[src/hdl/deq_pkg.sv]
// Shared types and codes for the double-ended queue.
// Holds the op and status codes, the controller state encoding and the controller/datapath interface structs.
// Depends on nothing.
`default_nettype none

package deq_pkg;

  typedef enum logic [2:0] {
    OP_PUSH_FRONT = 3'd0,
    OP_PUSH_BACK  = 3'd1,
    OP_POP_FRONT  = 3'd2,
    OP_POP_BACK   = 3'd3,
    OP_PEEK_FRONT = 3'd4,
    OP_PEEK_BACK  = 3'd5,
    OP_WALK_FRONT = 3'd6,
    OP_WALK_BACK  = 3'd7
  } op_t;

  typedef enum logic [1:0] {
    ST_OK    = 2'd0,
    ST_EMPTY = 2'd1,
    ST_FULL  = 2'd2
  } status_t;

  typedef enum logic [3:0] {
    S_IDLE = 4'b0001,
    S_EXEC = 4'b0010,
    S_LOAD = 4'b0100,
    S_SEND = 4'b1000
  } state_t;

  typedef struct packed {
    logic capture;
    logic exec;
    logic load;
    logic step;
  } cmd_t;

  typedef struct packed {
    logic need_read;
    logic last;
  } sts_t;

endpackage

`default_nettype wire

[src/hdl/deq_ctrl.sv]
// Controller state machine for the double-ended queue.
// Sequences capture, execution, memory reads and result hand-off.
// Depends on deq_pkg.
`default_nettype none

module deq_ctrl (
  input  wire logic          clk,
  input  wire logic          rst,
  input  wire logic          in_valid,
  output logic               in_ready,
  output logic               out_valid,
  input  wire logic          out_ready,
  output deq_pkg::cmd_t      cmd,
  input  wire deq_pkg::sts_t sts
);

  deq_pkg::state_t state;
  deq_pkg::state_t state_next;

  always_ff @(posedge clk) begin
    if (rst) begin
      state <= deq_pkg::S_IDLE;
    end else begin
      state <= state_next;
    end
  end

  always_comb begin
    state_next  = state;
    in_ready    = 1'b0;
    out_valid   = 1'b0;
    cmd         = '0;
    unique case (state)
      deq_pkg::S_IDLE: begin
        in_ready = 1'b1;
        if (in_valid) begin
          cmd.capture = 1'b1;
          state_next  = deq_pkg::S_EXEC;
        end
      end
      deq_pkg::S_EXEC: begin
        cmd.exec   = 1'b1;
        state_next = sts.need_read ? deq_pkg::S_LOAD : deq_pkg::S_SEND;
      end
      deq_pkg::S_LOAD: begin
        cmd.load   = 1'b1;
        state_next = deq_pkg::S_SEND;
      end
      deq_pkg::S_SEND: begin
        out_valid = 1'b1;
        if (out_ready) begin
          if (sts.last) begin
            state_next = deq_pkg::S_IDLE;
          end else begin
            cmd.step   = 1'b1;
            state_next = deq_pkg::S_LOAD;
          end
        end
      end
      default: begin
        state_next = deq_pkg::S_IDLE;
      end
    endcase
  end

endmodule

`default_nettype wire

[src/hdl/deq_dp.sv]
// Datapath for the double-ended queue: entry memory, head and count, result register.
// Driven by the command struct from deq_ctrl and reports back through the status struct.
// Depends on deq_pkg.
`default_nettype none

module deq_dp #(
  parameter int DEPTH = 16,
  localparam int PTR_W = $clog2(DEPTH),
  localparam int CNT_W = $clog2(DEPTH + 1)
) (
  input  wire logic               clk,
  input  wire logic               rst,
  input  wire deq_pkg::cmd_t      cmd,
  output deq_pkg::sts_t           sts,
  input  wire logic [2:0]         op,
  input  wire logic signed [31:0] value,
  input  wire logic [63:0]        name_low,
  input  wire logic [31:0]        name_high,
  output logic [1:0]              status,
  output logic signed [31:0]      entry_value,
  output logic [63:0]             entry_name_low,
  output logic [31:0]             entry_name_high,
  output logic                    last,
  output logic [CNT_W-1:0]        occupancy
);

  localparam int ENTRY_W = 128;

  logic [ENTRY_W-1:0] mem [DEPTH];
  logic [ENTRY_W-1:0] rd_data;

  logic [2:0]   op_q;
  logic [31:0]  value_q;
  logic [63:0]  name_low_q;
  logic [31:0]  name_high_q;

  logic [PTR_W-1:0] head;
  logic [CNT_W-1:0] count;
  logic [PTR_W-1:0] idx;

  logic             is_push;
  logic             is_walk;
  logic             from_back;
  logic             full;
  logic             empty;
  logic [PTR_W-1:0] step_idx;
  logic [PTR_W-1:0] last_off;
  logic [PTR_W-1:0] rd_off;
  logic [PTR_W-1:0] rd_slot;
  logic [PTR_W-1:0] push_front_slot;
  logic [PTR_W-1:0] push_back_slot;
  logic [PTR_W-1:0] head_inc;
  logic [PTR_W-1:0] wr_slot;
  logic             wr_en;
  logic             rd_en;

  function automatic logic [PTR_W-1:0] wrap(input logic [PTR_W-1:0] base,
                                            input logic [PTR_W-1:0] off);
    logic [PTR_W:0] sum;
    sum = {1'b0, base} + {1'b0, off};
    if (sum >= (PTR_W+1)'(DEPTH)) begin
      sum = sum - (PTR_W+1)'(DEPTH);
    end
    return sum[PTR_W-1:0];
  endfunction

  always_comb begin
    is_push   = (op_q == deq_pkg::OP_PUSH_FRONT) || (op_q == deq_pkg::OP_PUSH_BACK);
    is_walk   = (op_q == deq_pkg::OP_WALK_FRONT) || (op_q == deq_pkg::OP_WALK_BACK);
    from_back = (op_q == deq_pkg::OP_POP_BACK) || (op_q == deq_pkg::OP_PEEK_BACK) ||
                (op_q == deq_pkg::OP_WALK_BACK);
    full      = (count == CNT_W'(DEPTH));
    empty     = (count == '0);
    sts.need_read = !is_push && !empty;
    sts.last      = last;
    step_idx  = cmd.exec ? '0 : idx + PTR_W'(1);
    last_off  = PTR_W'(count - CNT_W'(1));
    rd_off    = from_back ? last_off - step_idx : step_idx;
    rd_slot   = wrap(head, rd_off);
    push_front_slot = (head == '0) ? PTR_W'(DEPTH - 1) : head - PTR_W'(1);
    push_back_slot  = wrap(head, PTR_W'(count));
    head_inc  = wrap(head, PTR_W'(1));
    wr_slot   = (op_q == deq_pkg::OP_PUSH_FRONT) ? push_front_slot : push_back_slot;
    wr_en     = cmd.exec && is_push && !full;
    rd_en     = (cmd.exec && sts.need_read) || cmd.step;
  end

  always_ff @(posedge clk) begin
    if (wr_en) begin
      mem[wr_slot] <= {name_high_q, name_low_q, value_q};
    end
    if (rd_en) begin
      rd_data <= mem[rd_slot];
    end
  end

  always_ff @(posedge clk) begin
    if (cmd.capture) begin
      op_q        <= op;
      value_q     <= value;
      name_low_q  <= name_low;
      name_high_q <= name_high;
    end
  end

  always_ff @(posedge clk) begin
    if (rst) begin
      head  <= '0;
      count <= '0;
    end else if (cmd.exec) begin
      if (is_push) begin
        if (!full) begin
          count <= count + CNT_W'(1);
          if (op_q == deq_pkg::OP_PUSH_FRONT) begin
            head <= push_front_slot;
          end
        end
      end else if (!empty) begin
        if (op_q == deq_pkg::OP_POP_FRONT) begin
          head  <= head_inc;
          count <= count - CNT_W'(1);
        end else if (op_q == deq_pkg::OP_POP_BACK) begin
          count <= count - CNT_W'(1);
        end
      end
    end
  end

  always_ff @(posedge clk) begin
    if (cmd.exec) begin
      idx <= '0;
    end else if (cmd.step) begin
      idx <= idx + PTR_W'(1);
    end
  end

  always_ff @(posedge clk) begin
    if (cmd.exec && !sts.need_read) begin
      if (is_push) begin
        status    <= full ? deq_pkg::ST_FULL : deq_pkg::ST_OK;
        occupancy <= full ? count : count + CNT_W'(1);
      end else begin
        status    <= deq_pkg::ST_EMPTY;
        occupancy <= count;
      end
      entry_value     <= '0;
      entry_name_low  <= '0;
      entry_name_high <= '0;
      last            <= 1'b1;
    end else if (cmd.load) begin
      status          <= deq_pkg::ST_OK;
      entry_value     <= $signed(rd_data[31:0]);
      entry_name_low  <= rd_data[95:32];
      entry_name_high <= rd_data[127:96];
      last            <= !is_walk || (idx == last_off);
      occupancy       <= count;
    end
  end

endmodule

`default_nettype wire

[src/hdl/double_ended_queue.sv]
// Double-ended queue top level: joins the controller and the datapath.
// Depends on deq_pkg, deq_ctrl and deq_dp.
//
// A bounded queue of DEPTH entries, each a signed 32-bit value with a 12-byte name, held in
// a ring buffer with a head pointer and a count. One item is handled at a time: it is taken
// when in_ready is high, and the next item is taken in the cycle after its last result is
// accepted. A push, or any operation on an empty queue, goes through S_EXEC, where its
// result is registered, to S_SEND, which presents it; a pop or peek adds S_LOAD between
// them, which loads the registered read of the entry memory into the result. A walk gives
// one result per stored entry, each read from the entry memory and loaded in S_LOAD before
// S_SEND presents it; last marks the final result of every item.
`default_nettype none

module double_ended_queue #(
  parameter int DEPTH = 16,
  localparam int CNT_W = $clog2(DEPTH + 1)
) (
  input  wire logic               clk,
  input  wire logic               rst,
  input  wire logic               in_valid,
  output logic                    in_ready,
  input  wire logic [2:0]         op,
  input  wire logic signed [31:0] value,
  input  wire logic [63:0]        name_low,
  input  wire logic [31:0]        name_high,
  output logic                    out_valid,
  input  wire logic               out_ready,
  output logic [1:0]              status,
  output logic signed [31:0]      entry_value,
  output logic [63:0]             entry_name_low,
  output logic [31:0]             entry_name_high,
  output logic                    last,
  output logic [CNT_W-1:0]        occupancy
);

  deq_pkg::cmd_t cmd;
  deq_pkg::sts_t sts;

  deq_ctrl u_ctrl (
    .clk       (clk),
    .rst       (rst),
    .in_valid  (in_valid),
    .in_ready  (in_ready),
    .out_valid (out_valid),
    .out_ready (out_ready),
    .cmd       (cmd),
    .sts       (sts)
  );

  deq_dp #(
    .DEPTH (DEPTH)
  ) u_dp (
    .clk             (clk),
    .rst             (rst),
    .cmd             (cmd),
    .sts             (sts),
    .op              (op),
    .value           (value),
    .name_low        (name_low),
    .name_high       (name_high),
    .status          (status),
    .entry_value     (entry_value),
    .entry_name_low  (entry_name_low),
    .entry_name_high (entry_name_high),
    .last            (last),
    .occupancy       (occupancy)
  );

endmodule

`default_nettype wire
[config.mk]
export PLATFORM = sky130hd
export DESIGN_NAME = double_ended_queue
export DESIGN_NICKNAME = d
export VERILOG_FILES = /design/src/hdl/deq_pkg.sv /design/src/hdl/deq_ctrl.sv /design/src/hdl/deq_dp.sv /design/src/hdl/double_ended_queue.sv
export SDC_FILE = /design/constraint.sdc
export NUM_CORES = 2
export LEC_CHECK = 0
export BUFFER_PORTS_ARGS = -buffer_cell sky130_fd_sc_hd__buf_2
export CAP_MARGIN = 20
export CORE_ASPECT_RATIO = 0.75
export CORE_MARGIN = 5
export CORE_UTILIZATION = 66
export DETAILED_ROUTE_END_ITERATION = 12
export GPL_TIMING_DRIVEN = 1
export PLACE_DENSITY = 0.88
export SLEW_MARGIN = 20
export SYNTH_ARGS = -nofsm -noshare
export SYNTH_HDL_FRONTEND = slang
export SYNTH_SLANG_ARGS = --single-unit
[constraint.sdc]
create_clock -name clk -period 13.8 [get_ports clk]
set_input_delay 3.45 -clock clk [delete_from_list [all_inputs] [get_ports clk]]
set_output_delay 3.45 -clock clk [all_outputs]
set_load 0.02 [all_outputs]
==> metrics.cfg <==
[floorplanning]
die_x_um=439
rows=118
chipHeight_um=332
coreArea_um2=138000
pin_count=273
initial_utilization_pct=66.2
die_area_um2=146000

[sta]
rsz0062_at_grt=false
min_period_ns=6.69
period_share_pct=48.5
hold_viol=0
max_slew_margin_pct=23.6
fin_skew_ns=0.0357
worst_slew_pin_slew_ns=1.14
final-setup-viol-count=0
timing.fmax_mhz=150
drv_slew=0
tns_ns=0

[yosys]
avgSynthCellArea_um2=23.4
synth_cell_types=48
synth.ff_latch_count=2460
syn_nets=4044
yosysWarnings=0
async_flop_share_pct=0
syn_area_um2=91100
synthCells=3890
synth_flop_cell=edfxtp_1
yosysSeqAreaShare_pct=79.5
synth-edff-count=2314

[clock_tree]
root_buffer=clkbuf_16
hold_buffers=0
cts_resized=0
numCtsBuffers=209
cts_tree=yes
clkLatencyLatePin_ns=0.87
h-tree-depth=4
cts_sinks=2460
cts_buffer_depth=3
post_cts_buffers=0
clkSlewWorstSetupHoldPaths_ns=0.07

[route]
drtIter0Drc=6472
vias=43689
routed_wl_mm=221
postRouteAntennaNets=0
detail_route.wl_per_cell_um=35.0
drcViolationCount=0
drt_pass1_iterations=6
viasPerCell=6.92

[global_routing]
grt_pass1_wl_mm=320
grt_max_degree=164
grt.total_usage_pct=30.7
gr-total-overflow=0
first_global_vias=45325
antenna_found_initial=14

[finish]
final_nets=4411
layout_common_cells=edfxtp_1 (2314), mux4_2 (512), mux2i_1 (387)
fillCellCount=7076
drive_gt1_share_pct=27.1
area_delta_synth_final_pct=12.0
fin_util_pct=74.2
layout_commonest_cell=edfxtp_1

[place]
numPortBuffers=272
dp_hpwl_mm=100
gp_congestion=0.765

[run]
maxCapViolations=0

[setup_path]
arrival_ns=7.25
cp_max_fo=163
path_buf_inv=3
startpoint_type=register
path_cells=nand2b_1, nor3_2, nor2_1, ha_1, fa_1, o21ai_0, inv_1, fa_4, buf_4, buf_12, mux4_2, mux2i_1, mux2i_1
path_delay_family=adder cells
cp_slowest_cell=fa_4
r2r_cells=13
worst-endpoint-required_ns=14.36
crit_top_cell=mux2i_1
crit_cells=13
max_stage_delay_ns=1.38
cp-end-kind=register
critPathKind=reg2reg

[power_and_ir_drop]
ir_drop_v=0.000138
power_density_nw_per_um2=151
p_leak_nw=33.5

[worst_hold_path]
hold_depth=1
hold_class=reg2reg

[run_status]
status=finished clean

[flip-flops by register name, summed over array words and instances, names as in the netlist, 32 cells and up]
signal                flops
u_dp.value_q             32
u_dp.rd_data            128
u_dp.entry_value         32
u_dp.name_high_q         32
u_dp.entry_name_low      64
u_dp.mem               2048
u_dp.entry_name_high     32
u_dp.name_low_q          64
[Yosys cell counts, types with 12 or more instances]
cell type     n  share of area (%)
xnor2_1      14               0.13
o21ai_0      12              0.066
xor2_1       16               0.15
buf_2        63               0.35
ha_1         16               0.22
nor2_1       44               0.18
mux2i_1     387                4.3
dfxtp_1     146                3.2
clkbuf_1    118               0.49
mux4_2      512                 13
nand2_1      20              0.082
edfxtp_1   2314                 76
a22o_1      128                1.2
[cells by family (layout without fill, tap and decap cells)]
logic type | after synthesis | in the layout | synth area share [%]
compound gates | 173 | 173 | 1.56
xor+xnor | 30 | 30 | 0.288
fa+ha+maj | 19 | 19 | 0.286
buf+inv | 203 | 755 | 0.923
flops | 2460 | 2460 | 79.5
mux | 899 | 899 | 16.9
other cells | 0 | 7 | 0
simple gates | 106 | 106 | 0.571
[layer usage]
metal | wire, um | part of all wire, % | global-route usage (%) | vias to the layer above
li1 | - | - | - | 17123
met1 | 77100 | 35 | 41.6 | 22823
met2 | 114000 | 51 | 50.9 | 3284
met3 | 21900 | 9.9 | 5.32 | 455
met4 | 8260 | 3.7 | 12.2 | 4
met5 | 24 | 0.011 | 0 | -
[final timing paths]
check | from | to | slack [ns]
max reg2reg | u_ctrl.state[1] | u_dp.rd_data[39] | 7.11
min reg2reg | u_dp.rd_data[27] | u_dp.entry_value[27] | 0.46
min | u_dp.rd_data[27] | u_dp.entry_value[27] | 0.46
max | u_ctrl.state[1] | u_dp.rd_data[39] | 7.11
[area by class of cell]
class | count | area, um2 | share of cell area [%]
antenna | 7 | 17.5 | 0.0172
timing repair buffer | 348 | 2150 | 2.11
tap | 1860 | 2330 | 2.28
clock buffer | 279 | 5690 | 5.58
inverter | 11 | 41.3 | 0.0405
multi-input combinational | 1227 | 18000 | 17.7
sequential | 2460 | 72400 | 71.0
clock inverter | 117 | 1360 | 1.33
[power by group]
group	total [mW]	internal [mW]	switching, mW
Combinational	0.900	0.433	0.467
Clock	6.11	3.37	2.74
Sequential	8.35	8.24	0.110
Total	15.4	12.1	3.32
[through the flow]
stage | power, mW | instance area (um2) | cells | worst slack (ns) | hold slack, ns
after floorplan | 9.14 | 91100 | 3890 | 6.16 | 0.442
after CTS | 15.4 | 102000 | 6299 | 7.17 | 0.464
after global routing | 15.8 | 102000 | 6308 | 6.81 | 0.479
after detailed placement | 9.39 | 94900 | 5903 | 7.26 | 0.452
final | 15.4 | 102000 | 6309 | 7.11 | 0.460
after global placement | 9.34 | 94900 | 5902 | 7.36 | 0.446
(Power assumes the default switching activity.)
